==> src/hdl/boolean_token_expression_evaluator_defines.svh <==
// Assertion macros shared by the boolean token expression evaluator RTL.
// Depends on nothing; define NO_ASSERTIONS to compile the checks out.
`ifndef BOOLEAN_TOKEN_EXPRESSION_EVALUATOR_DEFINES_SVH
`define BOOLEAN_TOKEN_EXPRESSION_EVALUATOR_DEFINES_SVH

`ifndef NO_ASSERTIONS
// same-cycle implication
`define BTE_ASSERT_IMP(label, ck, rn, ante, cons) \
    label: assert property (@(posedge ck) disable iff (!rn) (ante) |-> (cons)) \
        else $error("bte assertion failed");
// next-cycle implication
`define BTE_ASSERT_NXT(label, ck, rn, ante, cons) \
    label: assert property (@(posedge ck) disable iff (!rn) (ante) |=> (cons)) \
        else $error("bte assertion failed");
`else
`define BTE_ASSERT_IMP(label, ck, rn, ante, cons)
`define BTE_ASSERT_NXT(label, ck, rn, ante, cons)
`endif

`endif

==> src/hdl/bte_pkg.sv <==
// Types and codes for the boolean token expression evaluator.
// No dependencies; imported by every module of the block.
`timescale 1ns / 1ps
`default_nettype none

package bte_pkg;

    // token kinds
    localparam logic [3:0] TK_NONE  = 4'd0;
    localparam logic [3:0] TK_OPEN  = 4'd1;
    localparam logic [3:0] TK_CLOSE = 4'd2;
    localparam logic [3:0] TK_AND   = 4'd3;
    localparam logic [3:0] TK_OR    = 4'd4;
    localparam logic [3:0] TK_NOT   = 4'd5;
    localparam logic [3:0] TK_FALSE = 4'd6;
    localparam logic [3:0] TK_TRUE  = 4'd7;
    localparam logic [3:0] TK_PRED  = 4'd8;

    // predicate outcomes (anything else means the predicate failed)
    localparam logic [1:0] PO_FALSE = 2'd0;
    localparam logic [1:0] PO_TRUE  = 2'd1;

    // result status codes
    localparam logic [2:0] ST_OK        = 3'd0;
    localparam logic [2:0] ST_NO_VALUE  = 3'd1;
    localparam logic [2:0] ST_BAD_TOKEN = 3'd2;
    localparam logic [2:0] ST_PRED_FAIL = 3'd3;
    localparam logic [2:0] ST_UNBALANCED = 3'd4;
    localparam logic [2:0] ST_TOO_DEEP  = 3'd5;

    typedef enum logic [1:0] {
        OPND_NONE  = 2'd0,
        OPND_FALSE = 2'd1,
        OPND_TRUE  = 2'd2
    } opnd_t;

    typedef enum logic [1:0] {
        OP_NONE = 2'd0,
        OP_AND  = 2'd1,
        OP_OR   = 2'd2
    } op_t;

    // one nesting level, packed {neg, op, right, left}
    typedef struct packed {
        logic  neg;
        op_t   op;
        opnd_t right;
        opnd_t left;
    } level_t;

    // stack control from the evaluator
    typedef struct packed {
        logic push;
        logic pop;
    } stack_ctl_t;

    // one result request toward the output buffer
    typedef struct packed {
        logic       valid;
        logic       value;
        logic [2:0] status;
    } result_t;

endpackage

`default_nettype wire

==> src/hdl/bte_in_if.sv <==
// Token channel: valid/ready handshake with the token payload.
// Depends on nothing.
`timescale 1ns / 1ps
`default_nettype none

interface bte_in_if;
    logic       valid;
    logic       ready;
    logic [3:0] token_kind;
    logic [1:0] predicate_outcome;
    logic       expr_end;

    modport source (output valid, output token_kind, output predicate_outcome,
                    output expr_end, input ready);
    modport sink   (input valid, input token_kind, input predicate_outcome,
                    input expr_end, output ready);
endinterface

`default_nettype wire

==> src/hdl/bte_out_if.sv <==
// Result channel: valid/ready handshake with value and status.
// Depends on nothing.
`timescale 1ns / 1ps
`default_nettype none

interface bte_out_if;
    logic       valid;
    logic       ready;
    logic       value;
    logic [2:0] status;

    modport source (output valid, output value, output status, input ready);
    modport sink   (input valid, input value, input status, output ready);
endinterface

`default_nettype wire

==> src/hdl/bte_stack.sv <==
// Level stack: memory of saved levels plus a registered top-of-stack copy.
// Depends on bte_pkg.
`timescale 1ns / 1ps
`default_nettype none

module bte_stack
    import bte_pkg::*;
#(
    parameter int MAX_DEPTH = 16
)
(
    input  logic                               clk,
    input  stack_ctl_t                         ctl,
    input  level_t                             push_data,
    input  logic [$clog2(MAX_DEPTH + 1) - 1:0] depth,
    output level_t                             top
);

    localparam int DW = $clog2(MAX_DEPTH + 1);
    localparam int AW = (MAX_DEPTH > 1) ? $clog2(MAX_DEPTH) : 1;

    level_t          mem [MAX_DEPTH];
    level_t          top_reg;
    logic [DW - 1:0] below_top;
    logic [AW - 1:0] waddr;
    logic [AW - 1:0] raddr;

    // push writes at depth; a pop needs the entry under the current top
    assign below_top = depth - DW'(2);
    assign waddr     = depth[AW - 1:0];
    assign raddr     = below_top[AW - 1:0];

    // write port, with the pushed level bypassed into the top copy
    always_ff @(posedge clk)
    begin
        if (ctl.push)
        begin
            mem[waddr] <= push_data;
            top_reg    <= push_data;
        end
        else if (ctl.pop)
        begin
            top_reg <= mem[raddr];
        end
    end

    assign top = top_reg;

endmodule

`default_nettype wire

==> src/hdl/bte_eval.sv <==
// Token evaluator: current level, nesting depth and drain flag, one token per cycle while accept is high.
// Depends on bte_pkg and the assertion macro header.
`timescale 1ns / 1ps
`default_nettype none
`include "boolean_token_expression_evaluator_defines.svh"

module bte_eval
    import bte_pkg::*;
#(
    parameter int MAX_DEPTH = 16
)
(
    input  logic                               clk,
    input  logic                               rst_n,
    input  logic                               accept,
    input  logic [3:0]                         token_kind,
    input  logic [1:0]                         predicate_outcome,
    input  logic                               expr_end,
    input  level_t                             top,
    output stack_ctl_t                         sctl,
    output level_t                             push_data,
    output logic [$clog2(MAX_DEPTH + 1) - 1:0] depth,
    output result_t                            rslt
);

    localparam int DW = $clog2(MAX_DEPTH + 1);
    localparam level_t LEVEL_CLEAR = '{neg: 1'b0, op: OP_NONE, right: OPND_NONE,
                                       left: OPND_NONE};

    level_t          lvl_reg, lvl_next;
    logic [DW - 1:0] depth_reg, depth_next;
    logic            drain_reg, drain_next;

    level_t          cur;
    logic [DW - 1:0] depth_n;
    opnd_t           tmp;
    logic            has_opnd;
    logic            em;
    opnd_t           em_opnd;
    logic [2:0]      em_status;
    logic [2:0]      st;

    function automatic logic lvl_ready(level_t l);
        return (l.left != OPND_NONE) && (l.right != OPND_NONE) && (l.op != OP_NONE);
    endfunction

    function automatic level_t lvl_apply(level_t l);
        level_t r;
        logic   a;
        logic   b;
        logic   v;
        r = l;
        a = (l.left == OPND_TRUE);
        b = (l.right == OPND_TRUE);
        v = (l.op == OP_AND) ? (a & b) : (a | b);
        r.left  = v ? OPND_TRUE : OPND_FALSE;
        r.right = OPND_NONE;
        r.op    = OP_NONE;
        return r;
    endfunction

    // next level, depth and result for the accepted token
    always_comb
    begin
        cur        = lvl_reg;
        depth_n    = depth_reg;
        tmp        = OPND_NONE;
        has_opnd   = 1'b0;
        em         = 1'b0;
        em_opnd    = OPND_NONE;
        em_status  = ST_OK;
        sctl       = '{push: 1'b0, pop: 1'b0};
        push_data  = lvl_reg;
        lvl_next   = lvl_reg;
        depth_next = depth_reg;
        drain_next = drain_reg;
        st         = ST_OK;
        rslt       = '{valid: 1'b0, value: 1'b0, status: ST_OK};

        if (accept)
        begin
            if (drain_reg)
            begin
                // tokens are dropped until the end of the expression
                if (expr_end)
                begin
                    lvl_next   = LEVEL_CLEAR;
                    depth_next = '0;
                    drain_next = 1'b0;
                end
            end
            else
            begin
                if (lvl_ready(cur))
                begin
                    cur = lvl_apply(cur);
                end

                case (token_kind)
                    TK_OPEN:
                    begin
                        if (depth_reg >= DW'(MAX_DEPTH))
                        begin
                            em        = 1'b1;
                            em_status = ST_TOO_DEEP;
                        end
                        else
                        begin
                            sctl.push = 1'b1;
                            push_data = cur;
                            depth_n   = depth_reg + DW'(1);
                            cur       = LEVEL_CLEAR;
                        end
                    end
                    TK_CLOSE:
                    begin
                        if (depth_reg == '0)
                        begin
                            // close at top level ends the expression
                            em      = 1'b1;
                            em_opnd = cur.left;
                        end
                        else
                        begin
                            sctl.pop = 1'b1;
                            depth_n  = depth_reg - DW'(1);
                            tmp      = cur.left;
                            cur      = top;
                            if (tmp == OPND_NONE)
                            begin
                                em        = 1'b1;
                                em_status = ST_NO_VALUE;
                            end
                            else
                            begin
                                has_opnd = 1'b1;
                            end
                        end
                    end
                    TK_AND:
                    begin
                        cur.op = OP_AND;
                    end
                    TK_OR:
                    begin
                        cur.op = OP_OR;
                    end
                    TK_NOT:
                    begin
                        cur.neg = ~cur.neg;
                    end
                    TK_FALSE:
                    begin
                        tmp      = OPND_FALSE;
                        has_opnd = 1'b1;
                    end
                    TK_TRUE:
                    begin
                        tmp      = OPND_TRUE;
                        has_opnd = 1'b1;
                    end
                    TK_PRED:
                    begin
                        // short-circuit ignores the outcome
                        if (cur.left == OPND_FALSE && cur.op == OP_AND)
                        begin
                            tmp      = OPND_FALSE;
                            has_opnd = 1'b1;
                        end
                        else if (cur.left == OPND_TRUE && cur.op == OP_OR)
                        begin
                            tmp      = OPND_TRUE;
                            has_opnd = 1'b1;
                        end
                        else if (predicate_outcome == PO_FALSE)
                        begin
                            tmp      = OPND_FALSE;
                            has_opnd = 1'b1;
                        end
                        else if (predicate_outcome == PO_TRUE)
                        begin
                            tmp      = OPND_TRUE;
                            has_opnd = 1'b1;
                        end
                        else
                        begin
                            em        = 1'b1;
                            em_status = ST_PRED_FAIL;
                        end
                    end
                    default:
                    begin
                        em        = 1'b1;
                        em_status = ST_BAD_TOKEN;
                    end
                endcase

                // place the operand; a third one with no pending op is dropped
                if (has_opnd)
                begin
                    if (cur.neg)
                    begin
                        tmp     = (tmp == OPND_FALSE) ? OPND_TRUE : OPND_FALSE;
                        cur.neg = 1'b0;
                    end
                    if (cur.left == OPND_NONE)
                    begin
                        cur.left = tmp;
                    end
                    else if (cur.right == OPND_NONE)
                    begin
                        cur.right = tmp;
                    end
                end

                // end of expression
                if (!em && expr_end)
                begin
                    em = 1'b1;
                    if (depth_n != '0)
                    begin
                        em_status = ST_UNBALANCED;
                    end
                    else
                    begin
                        if (lvl_ready(cur))
                        begin
                            cur = lvl_apply(cur);
                        end
                        em_opnd = cur.left;
                    end
                end

                if (em)
                begin
                    st = (em_status == ST_OK && em_opnd == OPND_NONE) ? ST_NO_VALUE
                                                                      : em_status;
                    rslt.valid  = 1'b1;
                    rslt.status = st;
                    rslt.value  = (st == ST_OK) && (em_opnd == OPND_TRUE);
                    sctl        = '{push: 1'b0, pop: 1'b0};
                    lvl_next    = LEVEL_CLEAR;
                    depth_next  = '0;
                    drain_next  = !expr_end;
                end
                else
                begin
                    lvl_next   = cur;
                    depth_next = depth_n;
                end
            end
        end
    end

    // state registers
    always_ff @(posedge clk or negedge rst_n)
    begin
        if (!rst_n)
        begin
            lvl_reg   <= LEVEL_CLEAR;
            depth_reg <= '0;
            drain_reg <= 1'b0;
        end
        else
        begin
            lvl_reg   <= lvl_next;
            depth_reg <= depth_next;
            drain_reg <= drain_next;
        end
    end

    assign depth = depth_reg;

    `BTE_ASSERT_IMP(a_depth_bound, clk, rst_n, 1'b1, depth_reg <= DW'(MAX_DEPTH))
    `BTE_ASSERT_IMP(a_drain_no_result, clk, rst_n, drain_reg, !rslt.valid)
    `BTE_ASSERT_NXT(a_result_clears, clk, rst_n, rslt.valid, depth_reg == '0 && lvl_reg == LEVEL_CLEAR)

endmodule

`default_nettype wire

==> src/hdl/bte_outbuf.sv <==
// Result output register with one skid entry behind it.
// Depends on bte_pkg and the assertion macro header.
`timescale 1ns / 1ps
`default_nettype none
`include "boolean_token_expression_evaluator_defines.svh"

module bte_outbuf
    import bte_pkg::*;
(
    input  logic       clk,
    input  logic       rst_n,
    input  result_t    rslt,
    input  logic       out_ready,
    output logic       in_ready,
    output logic       out_valid,
    output logic       out_value,
    output logic [2:0] out_status
);

    logic       out_valid_reg, out_valid_next;
    logic       out_value_reg, out_value_next;
    logic [2:0] out_status_reg, out_status_next;
    logic       skid_valid_reg, skid_valid_next;
    logic       skid_value_reg, skid_value_next;
    logic [2:0] skid_status_reg, skid_status_next;
    logic       out_fire;

    assign out_fire = out_valid_reg && out_ready;

    // refill the output from the skid entry first, else from the new request
    always_comb
    begin
        out_valid_next   = out_valid_reg;
        out_value_next   = out_value_reg;
        out_status_next  = out_status_reg;
        skid_valid_next  = skid_valid_reg;
        skid_value_next  = skid_value_reg;
        skid_status_next = skid_status_reg;

        if (skid_valid_reg)
        begin
            if (out_fire)
            begin
                out_value_next  = skid_value_reg;
                out_status_next = skid_status_reg;
                skid_valid_next = 1'b0;
            end
        end
        else if (rslt.valid)
        begin
            if (!out_valid_reg || out_fire)
            begin
                out_valid_next  = 1'b1;
                out_value_next  = rslt.value;
                out_status_next = rslt.status;
            end
            else
            begin
                skid_valid_next  = 1'b1;
                skid_value_next  = rslt.value;
                skid_status_next = rslt.status;
            end
        end
        else if (out_fire)
        begin
            out_valid_next = 1'b0;
        end
    end

    // valid flags
    always_ff @(posedge clk or negedge rst_n)
    begin
        if (!rst_n)
        begin
            out_valid_reg  <= 1'b0;
            skid_valid_reg <= 1'b0;
        end
        else
        begin
            out_valid_reg  <= out_valid_next;
            skid_valid_reg <= skid_valid_next;
        end
    end

    // payload
    always_ff @(posedge clk)
    begin
        out_value_reg   <= out_value_next;
        out_status_reg  <= out_status_next;
        skid_value_reg  <= skid_value_next;
        skid_status_reg <= skid_status_next;
    end

    assign in_ready   = !skid_valid_reg;
    assign out_valid  = out_valid_reg;
    assign out_value  = out_value_reg;
    assign out_status = out_status_reg;

    `BTE_ASSERT_IMP(a_skid_behind_out, clk, rst_n, skid_valid_reg, out_valid_reg)
    `BTE_ASSERT_IMP(a_no_request_when_full, clk, rst_n, skid_valid_reg, !rslt.valid)
    `BTE_ASSERT_NXT(a_skid_moves_up, clk, rst_n, skid_valid_reg && out_ready, !skid_valid_reg)

endmodule

`default_nettype wire

==> src/hdl/boolean_token_expression_evaluator.sv <==
// Boolean token expression evaluator: takes one token per cycle and evaluates the
// expression left to right, emitting value and status at the last token, a top-level
// close or an error. A token is taken in every cycle, back to back, while the result
// side keeps up; a result is registered in the output register, or in its skid entry
// while the output is held. tok.ready falls only when the output register and its one
// skid entry both hold results, so the input stalls only after two results wait.
// Nesting up to MAX_DEPTH levels is kept in a memory with a registered top-of-stack
// copy; there is no clearing pass after reset.
// Depends on bte_pkg, bte_in_if, bte_out_if, bte_stack, bte_eval and bte_outbuf.
`timescale 1ns / 1ps
`default_nettype none

module boolean_token_expression_evaluator
    import bte_pkg::*;
#(
    parameter int MAX_DEPTH = 16
)
(
    input  logic     clk,
    input  logic     rst_n,
    bte_in_if.sink   tok,
    bte_out_if.source res
);

    localparam int DW = $clog2(MAX_DEPTH + 1);

    stack_ctl_t      sctl;
    level_t          push_data;
    level_t          top;
    logic [DW - 1:0] depth;
    result_t         rslt;
    logic            in_ready;
    logic            accept;

    assign accept    = tok.valid && in_ready;
    assign tok.ready = in_ready;

    // evaluation of the accepted token
    bte_eval #(
        .MAX_DEPTH (MAX_DEPTH)
    ) u_eval (
        .clk               (clk),
        .rst_n             (rst_n),
        .accept            (accept),
        .token_kind        (tok.token_kind),
        .predicate_outcome (tok.predicate_outcome),
        .expr_end          (tok.expr_end),
        .top               (top),
        .sctl              (sctl),
        .push_data         (push_data),
        .depth             (depth),
        .rslt              (rslt)
    );

    // saved levels
    bte_stack #(
        .MAX_DEPTH (MAX_DEPTH)
    ) u_stack (
        .clk       (clk),
        .ctl       (sctl),
        .push_data (push_data),
        .depth     (depth),
        .top       (top)
    );

    // result buffering
    bte_outbuf u_outbuf (
        .clk        (clk),
        .rst_n      (rst_n),
        .rslt       (rslt),
        .out_ready  (res.ready),
        .in_ready   (in_ready),
        .out_valid  (res.valid),
        .out_value  (res.value),
        .out_status (res.status)
    );

endmodule

`default_nettype wire
==> src/flat_wrapper.sv <==
// flat-port wrapper written by rule: the top's interface ports become plain ports
module boolean_token_expression_evaluator_flat import bte_pkg::*;
#(
    parameter int MAX_DEPTH = 16
)
  (clk, rst_n, tok_valid, tok_token_kind, tok_predicate_outcome, tok_expr_end, tok_ready, res_valid, res_value, res_status, res_ready);
  bte_in_if tok_i ();
  bte_out_if res_i ();
  input  logic clk;
  input  logic rst_n;
  input wire logic [$bits(tok_i.valid)-1:0] tok_valid;
  input wire logic [$bits(tok_i.token_kind)-1:0] tok_token_kind;
  input wire logic [$bits(tok_i.predicate_outcome)-1:0] tok_predicate_outcome;
  input wire logic [$bits(tok_i.expr_end)-1:0] tok_expr_end;
  output wire logic [$bits(tok_i.ready)-1:0] tok_ready;
  output wire logic [$bits(res_i.valid)-1:0] res_valid;
  output wire logic [$bits(res_i.value)-1:0] res_value;
  output wire logic [$bits(res_i.status)-1:0] res_status;
  input wire logic [$bits(res_i.ready)-1:0] res_ready;
  assign tok_i.valid = tok_valid;
  assign tok_i.token_kind = tok_token_kind;
  assign tok_i.predicate_outcome = tok_predicate_outcome;
  assign tok_i.expr_end = tok_expr_end;
  assign tok_ready = tok_i.ready;
  assign res_valid = res_i.valid;
  assign res_value = res_i.value;
  assign res_status = res_i.status;
  assign res_i.ready = res_ready;
  boolean_token_expression_evaluator #(.MAX_DEPTH(MAX_DEPTH)) u_core (.clk(clk), .rst_n(rst_n), .tok(tok_i), .res(res_i));
endmodule
==> config.mk <==
export PLATFORM = sky130hd
export DESIGN_NAME = boolean_token_expression_evaluator_flat
export DESIGN_NICKNAME = d
export VERILOG_FILES = /design/src/hdl/bte_pkg.sv /design/src/hdl/bte_in_if.sv /design/src/hdl/bte_out_if.sv /design/src/hdl/bte_stack.sv /design/src/hdl/bte_eval.sv /design/src/hdl/bte_outbuf.sv /design/src/hdl/boolean_token_expression_evaluator.sv /design/src/flat_wrapper.sv
export VERILOG_INCLUDE_DIRS = /design/src /design/src/hdl
export SDC_FILE = /design/constraint.sdc
export NUM_CORES = 1
export LEC_CHECK = 0
export ABC_AREA = 1
export BUFFER_PORTS_ARGS = -buffer_cell sky130_fd_sc_hd__buf_4
export CORE_AREA = 10 10 116 118
export DETAILED_ROUTE_END_ITERATION = 6
export DIE_AREA = 0 0 126 128
export GPL_ROUTABILITY_DRIVEN = 1
export PLACE_DENSITY = 0.75
export SKIP_CTS_REPAIR_TIMING = 1
export SYNTH_ARGS = -nofsm -noshare
export SYNTH_HDL_FRONTEND = slang
export SYNTH_SLANG_ARGS = --single-unit
export TNS_END_PERCENT = 20
==> constraint.sdc <==
create_clock -name clk -period 4.5 [get_ports clk]
set_input_delay 0 -clock clk [delete_from_list [all_inputs] [get_ports clk]]
set_output_delay 0 -clock clk [all_outputs]
set_load 0.005 [all_outputs]
==> After elaboration in Yosys (flattened, before gate mapping) <==
Memories as Yosys holds them, arrays and structs flattened.
Cells that the tools add are included.
{ "totals": {"in_bits": 11, "word_cells": 219, "output_inout_bits": 6, "reg_bits": 30, "mem_bits_rw": 112, "n_memories": 1} }
{ "op_classes": {"reduce_logical": 41, "mux": 126, "addsub": 3, "magnitude_cmp": 1, "n_bitwise": 7, "eq_ne": 24} }
{ "memory_table": {"columns": ["memory", "depth", "word_bits", "rd", "rd_ports_with_merged_regs", "wr", "line", "source"], "rows": [
  ["u_core.u_stack.mem", 16, 7, 1, 0, 1, "bte_stack.sv:22", "level_t mem [MAX_DEPTH];"]
]} }
{ "ops": {"columns": ["op", "n"], "rows": [
  ["$mux W7", 13],
  ["$mux W2", 29],
  ["$mux W5", 10],
  ["$mux W1", 46],
  ["$mux W3", 11],
  ["$mux W6", 4],
  ["$mux W4", 5],
  ["$reduce_bool A2 Y1", 10],
  ["$eq A4 B3 Y1 const B", 4],
  ["$pmux W2 S4", 2],
  ["$eq A2 B2 Y1 const B", 7],
  ["$eq A2 B1 Y1 const B", 6],
  ["$pmux W3 S4", 1],
  ["$logic_and A1 B1 Y1", 11],
  ["$logic_not A2 Y1", 5],
  ["$pmux W5 S2", 1],
  ["$reduce_and A3 Y1", 3],
  ["$eq A4 B2 Y1 const B", 2],
  ["$pmux W4 S2", 1],
  ["$logic_not A3 Y1", 2],
  ["$pmux W1 S3", 2],
  ["$add A5 B1 Y5 const B", 1],
  ["$ge A5 B5 Y1 const B", 1],
  ["$logic_not A5 Y1", 1],
  ["16 further kinds", 24]
]} }

==> Longest topological paths before layout <==
{ "depth": {"ltp_word": 42, "mapped_depth": 28, "mapped_depth_nobuf": 26} }

==> By module <==
A second synthesis with hierarchy kept.
{ "unflattened": {"hier_cells": 781, "area_unflattened_um2": 7128.1} }
{ "modules_own_cells": {"columns": ["mod", "seq_area_each_um2", "cells_each", "instances", "area_per_inst_um2"], "rows": [
  ["bte_stack", 3573.4, 467, 1, 5026.1],
  ["bte_eval", 325.3, 274, 1, 1682.9],
  ["bte_outbuf", 290.3, 38, 1, 411.6],
  ["boolean_token_expression_evaluator", 0.0, 2, 1, 7.5]
]} }

==> Worst setup path after synthesis <==
No wires, ideal clock.
{ "synth_path": {"path_type": "reg2reg", "startpoint": "register u_core.u_eval.depth_reg[0], in the netlist u_core.u_eval.depth[0]", "endpoint": "register u_core.u_outbuf.out_status_reg[0], in the netlist u_core.u_outbuf.out_status[0], data pin", "setup_slack_ns": 1.111, "stages_incl_launch_ff": 26, "n_path_buf": 4, "synth_period_minus_slack_ns": 3.389, "setup_time_ns": 0.253, "t_required_ns": 4.247, "arrival_time_ns": 3.136, "cell_sequence": "dfrtp_1 -> clkbuf_1 -> inv_1 -> clkbuf_1 -> clkbuf_1 -> ha_1 -> nand3_2 -> nand2_4 -> inv_2 -> buf_6 -> a22oi_1 -> nand2_1 -> nand2_2 -> nand3_1 -> nand2_1 -> inv_2 -> nand2_1 -> nand3_2 -> nand2_1 -> nand2_2 -> nor2_2 -> nor2_2 -> nand3_1 -> nand2_1 -> nand2_1 -> nand2_1"} }
{ "synth_via": {"elab_chain_len": 31, "elab_cells_between_ends": 86, "classes_between": "add/sub: 2; order compare: 1; eq/ne: 4; mux: 63; bitwise: 2; reduce/logical: 14"} }
{ "synth_lines": {"columns": ["item", "line", "source"], "rows": [
  ["from (decl)", "bte_eval.sv:31", "logic [DW - 1:0] depth_reg, depth_next;"],
  ["from (signal assigned)", "bte_eval.sv:267", "depth_reg <= depth_next;"],
  ["$logic_not A5 Y1", "bte_eval.sv:117", "if (depth_reg == '0)"],
  ["$mux W2", "bte_eval.sv:117", null],
  ["$pmux W2 S4", "bte_eval.sv:99", "case (token_kind)"],
  ["$mux W2", "bte_eval.sv:82", "if (drain_reg)"],
  ["$mux W2", "bte_eval.sv:80", "if (accept)"],
  ["$eq A2 B1 Y1", "bte_eval.sv:203", "tmp = (tmp == OPND_FALSE) ? OPND_TRUE : OPND_FALSE;"],
  ["$mux W2", "bte_eval.sv:203", null],
  ["$mux W2", "bte_eval.sv:201", "if (cur.neg)"],
  ["[16 not listed]", null, null],
  ["$mux W3", "bte_eval.sv:236", "st = (em_status == ST_OK && em_opnd == OPND_NONE) ? ST_NO_VALUE"],
  ["$mux W5 (*)", "bte_eval.sv:234", "if (em)"],
  ["$mux W5 (*)", "bte_eval.sv:82", null],
  ["$mux W5 (*)", "bte_eval.sv:80", null],
  ["$mux W3 (*)", "bte_outbuf.sv:51", "if (!out_valid_reg || out_fire)"],
  ["$mux W3 (*)", "bte_outbuf.sv:49", "else if (rslt.valid)"],
  ["$mux W3 (*)", "bte_outbuf.sv:40", "if (skid_valid_reg)"],
  ["via u_core.u_outbuf.out_status_next[0]", "bte_outbuf.sv:22", "logic [2:0] out_status_reg, out_status_next;"],
  ["to (signal assigned)", "bte_outbuf.sv:89", "out_status_reg <= out_status_next;"],
  ["to (decl)", "bte_outbuf.sv:22", null]
]} }
Mark *: on every way through the listed nets, which the timed path passes. The rest lies on a longest branch. The select of a mux whose other input is x is not followed.
A chain may end at the register's enable or synchronous reset.

==> Final worst setup path <==
{ "layout_path": {"startpoint": "register u_core.u_eval.lvl_reg[1] in the netlist's numbering", "endpoint": "memory u_core.u_stack.mem[14][6] in the netlist's numbering, enable pin"} }
{ "layout_via": {"elab_chain_len": 24, "elab_cells_between_ends": 35, "classes_between": "eq/ne: 5; mux: 20; bitwise: 2; reduce/logical: 8"} }
{ "layout_lines": {"columns": ["item", "line", "source"], "rows": [
  ["from (decl)", "bte_eval.sv:30", "level_t lvl_reg, lvl_next;"],
  ["from (signal assigned)", "bte_eval.sv:266", "lvl_reg <= lvl_next;"],
  ["$eq A2 B2 Y1", "bte_eval.sv:53", "a = (l.left == OPND_TRUE);"],
  ["$or A1 B1 Y1 / $and A1 B1 Y1 (equally long branches)", "bte_eval.sv:55", "v = (l.op == OP_AND) ? (a & b) : (a | b);"],
  ["$mux W1", "bte_eval.sv:55", null],
  ["$mux W2", "bte_eval.sv:56", "r.left = v ? OPND_TRUE : OPND_FALSE;"],
  ["$mux W6 (*)", "bte_eval.sv:94", "if (lvl_ready(cur))"],
  ["$mux W7 (*)", "bte_eval.sv:82", null],
  ["$mux W7 (*)", "bte_eval.sv:80", null],
  ["$eq A2 B2 Y1", "bte_eval.sv:170", "else if (cur.left == OPND_TRUE && cur.op == OP_OR)"],
  ["[8 not listed]", null, null],
  ["$mux W1 (*)", "bte_eval.sv:217", "if (!em && expr_end)"],
  ["$mux W1 (*)", "bte_eval.sv:82", null],
  ["$mux W1 (*)", "bte_eval.sv:80", null],
  ["$mux W2 (*)", "bte_eval.sv:234", null],
  ["$mux W2 (*)", "bte_eval.sv:82", null],
  ["$mux W2 (*)", "bte_eval.sv:80", null],
  ["$mux W1 (*)", "bte_stack.sv:36", "if (ctl.push)"],
  ["$mux W1 (implied by the code) (*)", "bte_stack.sv:38", "mem[waddr] <= push_data;"],
  ["to (decl)", "bte_stack.sv:22", null]
]} }
Every way passes the cells marked *; elsewhere a longest branch is shown, timed or not. The select of a mux whose other input is x is not followed.

==> flow_results.org <==
** Finish
- Cells with a size suffix above 1 make up 16.9% of the layout.
- The number of antenna diodes in the final layout is 0.
- Final Net Count :: 692
- Max reg flops :: 112
- Summing all non-filler instances in the final layout gives an area of 0.00767 mm^2.
- The count of cells in the finished layout, fillers not included, comes to 830.
- Compared with the post-synthesis result, the final layout area differs by 12.8%.

** Critical path
- Critical path endpoint category :: flop
- Critical Path RT :: 4.55 ns
- STA classifies the critical path startpoint as a flop.
- For the worst setup path, the data arrival time is 3.63 ns.
- Along the worst path, the maximum fanout reaches 15.
- The critical path is of the reg2reg type.

** Timing
- Static timing analysis puts the maximum clock frequency at 279 MHz.
- On the final layout, the worst clock skew is 0.0118 ns.
- Setup violations remaining at the end of the flow were counted as 0.
- Headroom to the max-slew limit came out at 27.4%.
- After routing, the total negative slack on setup checks comes to 0 ns.
- The final critical path takes up 79.6% of the cycle.
- Hold_ws :: -0.00369 ns
- RSZ-0062 raised after global routing :: false
- Fin. Hold Viols :: 1
- The max-slew violation total from the final report came to 0.
- Crit path time final :: 3.58 ns
- At the pin with the least slew margin, the transition time is 1.09 ns.
- Once routing completed, OpenROAD measured the worst setup slack at 0.917 ns.

** CTS
- Counting the buffers created by CTS gives 17.
- After clock tree synthesis, the clock-pin slew on the worst setup and hold paths is 0.06 ns.
- The H-tree generated during clock tree synthesis spans 4 levels.
- Root cell of the clock tree :: sky130_fd_sc_hd__clkbuf_16
- Latest clock arrival within the worst-skew pair :: 0.42 ns
- CTS tree :: built
- Counting along the longest clock path gives a buffer depth of 2.
- Clk sinks :: 142

** Placed design
- Once placement finished, the instance area stood at 0.00706 mm^2.
- Pre-CTS WS :: 0.988 ns
- DPL Wire Length :: 10800 um
- The congestion estimate from routability-driven global placement came to 0.954.
- Including well taps, the total number of placed cells is 793.
- Port buffering added 16 buffers.

** Synthesis
- Post-synth design cell area :: 0.00680 mm^2
- Counting flops and latches in the post-synthesis netlist gives 142.
- Share of async-settable or async-resettable flops after synthesis :: 10.6%
- The synthesized design contains 127 enable-type register cells.
- The number of nets handed over by synthesis was 670.
- Sequential cells were found to cover 61.6% of the synthesized design area.
- Post-Synthesis Mean Instance Area :: 10.4 um^2
- The synthesized netlist contains 44 unique library cells.
- The most used flip-flop cell after synthesis is sky130_fd_sc_hd__edfxtp_1.
- Synthesis handed over a netlist of 652 instances.
- During synthesis, Yosys emitted a total of 0 warnings.

** Pwr
- IR analysis of the VDD net gives a maximum drop of 268 uV.
- Static Leakage :: 3.00 nW
- Power density of the placed cells :: 366 mW/mm^2

** GRT
- GR met1 Demand/Resource :: 24.0%
- The first global-routing pass estimated 25200 um of wire.
- Antenna violations before repair :: 0
- The via count of the first global-routing pass was 4892.
- After global routing the overflow that remains totals 0.
- Met3 Usage GRT :: 4.18%
- Global routing met2 resource utilization :: 33.1%
- Entering global routing, the biggest net connects 61 pins.
- met2 is the most crowded layer.
- Overall Global Routing Usage :: 19.8%

** Route
- The detailed router finished its first iteration with 449 violations.
- DR DRC count :: 0
- Post-detailed-route count of antenna-violating nets :: 0
- Post-DR vias/cell :: 6.11
- In the final routed layout, each cell accounts on average for 19.2 um.
- Wirelength, routed :: 15900 um
- The pre-antenna-repair detailed-routing pass consisted of 5 iterations.
- The routed layout has 5075 vias.

** Die
- Placeable core region :: 0.0112 mm^2
- Initial core utilization :: 60.6%
- Die area :: 0.0161 mm^2
- Number of placement rows :: 39
- Pin placement for this block handled 17 I/O pins.
- Die width :: 126 um
- The floorplan step set the die height to 128 um.

** Status
- The final reports fail on negative hold slack.
- The flow ran to the end, but the final reports show violations.

** Min path
- Class of the worst hold path :: in2reg

** Run
- Across the run, the number of max-cap violations was 0.
-- critical path, cell delays in order (launching register included) --
cell                      delay (ns)
sky130_fd_sc_hd__dfrtp_1        0.42
sky130_fd_sc_hd__inv_2          0.11
sky130_fd_sc_hd__nand2_2        0.10
sky130_fd_sc_hd__nand2_4        0.10
sky130_fd_sc_hd__inv_2          0.06
sky130_fd_sc_hd__nand2_2        0.13
sky130_fd_sc_hd__nand2_2        0.08
sky130_fd_sc_hd__nand2_2        0.11
sky130_fd_sc_hd__nand2_2        0.07
sky130_fd_sc_hd__nand3_2        0.07
sky130_fd_sc_hd__nor2_1         0.08
sky130_fd_sc_hd__nor2_2         0.13
sky130_fd_sc_hd__nand3_1        0.12
sky130_fd_sc_hd__nor2_1         0.18
sky130_fd_sc_hd__nand3_2        0.33
sky130_fd_sc_hd__nor2_2         0.29
sky130_fd_sc_hd__nand2_1        0.24
sky130_fd_sc_hd__nor2_1         0.58
-- kinds of logic after synthesis --
| family | Yosys count | share of synthesized area, % |
|---|---|---|
| AO/OA/AOI/OAI | 159 | 14.2 |
| XOR/XNOR | 4 | 0.515 |
| AND/OR/NAND/NOR | 253 | 17.4 |
| adder cells (fa/ha/maj) | 7 | 1.29 |
| flip-flops | 142 | 61.6 |
| buffers and inverters | 87 | 4.95 |
-- final timing paths --
path                                                              start                                  endpoint  slack (ns)  cells past startpoint
hold / removal                                                tok_valid       u_core.u_eval.drain_reg$_DFFE_PN0P_      -0.004                      4
min in group asynchronous                                         rst_n      u_core.u_eval.lvl_reg[3]$_DFFE_PN0P_        0.50                      3
setup / recovery                   u_core.u_eval.lvl_reg[1]$_DFFE_PN0P_       u_core.u_stack.mem[14][6]$_DFFE_PP_        0.92                     17
max in group asynchronous                                         rst_n  u_core.u_outbuf.skid_valid_reg$_DFF_PN0_        3.11                      4
hold reg to reg            u_core.u_outbuf.skid_status_reg[0]$_DFFE_PP_   u_core.u_outbuf.out_status[0]$_DFFE_PP_        0.52                      2
setup reg to reg                   u_core.u_eval.lvl_reg[1]$_DFFE_PN0P_       u_core.u_stack.mem[14][6]$_DFFE_PP_        0.92                     17
-- per-stage QoR --
stage / util (%) / total power [mW]
floorplan: - / 1.49
finish: 68.4 / 2.80
detailed placement: 62.9 / 1.51
CTS: 67.9 / 2.81
global placement: 62.9 / 1.51
global route: 68.4 / 2.90
-- cells in the mapped netlist (2+ instances only) --
cell	count	area share (%)
sky130_fd_sc_hd__clkbuf_1	21	1.2
sky130_fd_sc_hd__o211ai_1	16	1.8
sky130_fd_sc_hd__inv_1	43	2.4
sky130_fd_sc_hd__nand3_1	14	1.0
sky130_fd_sc_hd__nor2_2	9	0.83
sky130_fd_sc_hd__inv_2	17	0.94
sky130_fd_sc_hd__nand2_4	2	0.33
sky130_fd_sc_hd__dfrtp_1	15	5.5
sky130_fd_sc_hd__nand4_1	5	0.46
sky130_fd_sc_hd__o21ai_0	65	4.8
sky130_fd_sc_hd__a21oi_2	2	0.26
sky130_fd_sc_hd__clkinv_1	2	0.11
sky130_fd_sc_hd__a31oi_1	8	0.74
sky130_fd_sc_hd__xor2_1	3	0.39
sky130_fd_sc_hd__o22ai_1	26	2.4
sky130_fd_sc_hd__nor3_1	3	0.22
sky130_fd_sc_hd__nor2_1	100	5.5
sky130_fd_sc_hd__nand3_2	7	1.0
sky130_fd_sc_hd__o221ai_1	14	1.8
sky130_fd_sc_hd__nand2_2	16	1.5
sky130_fd_sc_hd__ha_1	7	1.3
sky130_fd_sc_hd__o21ai_1	3	0.22
sky130_fd_sc_hd__a32oi_1	2	0.26
sky130_fd_sc_hd__nand2_1	87	4.8
sky130_fd_sc_hd__edfxtp_1	127	56
sky130_fd_sc_hd__a22oi_1	2	0.22
sky130_fd_sc_hd__nor2_4	2	0.33
sky130_fd_sc_hd__buf_2	2	0.15
sky130_fd_sc_hd__a21oi_1	17	1.3
-- area by class of cell --
class                   instances  area, um^2
repair buffers                 28         223
well taps                     143         179
flip-flops and latches        142        4190
fillers                       814        3550
clock inverters                14         135
inverters                      62         233
clock buffers                  18         429
multi-input cells             423        2280
-- per-layer routing --
layer	vias up	part of all wire, %
li1	2363	-
met1	2414	41
met2	255	49
met3	43	7.2
met4	0	3.0
met5	-	0
-- placed cells by master, fill, tap and decap left out, types with 4 or more instances in the layout --
cell                            netlist  routed
sky130_fd_sc_hd__o211ai_1            16      16
sky130_fd_sc_hd__o21ai_0             65      64
sky130_fd_sc_hd__nand3_1             14      14
sky130_fd_sc_hd__edfxtp_1           127     127
sky130_fd_sc_hd__clkinv_4             0       4
sky130_fd_sc_hd__buf_4                0      23
sky130_fd_sc_hd__inv_2               17      17
sky130_fd_sc_hd__inv_1               43      43
sky130_fd_sc_hd__nand3_2              7       7
sky130_fd_sc_hd__dfrtp_1             15      15
sky130_fd_sc_hd__nor2_1             100     100
sky130_fd_sc_hd__clkbuf_16            0      17
sky130_fd_sc_hd__inv_6                0       4
sky130_fd_sc_hd__o221ai_1            14      14
sky130_fd_sc_hd__ha_1                 7       7
sky130_fd_sc_hd__o22ai_1             26      26
sky130_fd_sc_hd__nor2_2               9       9
sky130_fd_sc_hd__nand4_1              5       5
sky130_fd_sc_hd__dlygate4sd3_1        0       5
sky130_fd_sc_hd__nand2_1             87      87
sky130_fd_sc_hd__nand2_2             16      16
sky130_fd_sc_hd__a21oi_1             17      16
sky130_fd_sc_hd__a31oi_1              8       8
-- report_power, final --
group | total, mW | leakage, nW | switching, mW | internal (mW)
Sequential | 1.42 | 1.40 | 0 | 1.42
Combinational | 0.0708 | 1.33 | 0.0455 | 0.0253
Clock | 1.32 | 0.271 | 0.549 | 0.769
Total | 2.80 | 3.00 | 0.594 | 2.21
No activity file was read; power rests on OpenSTA's default activity.
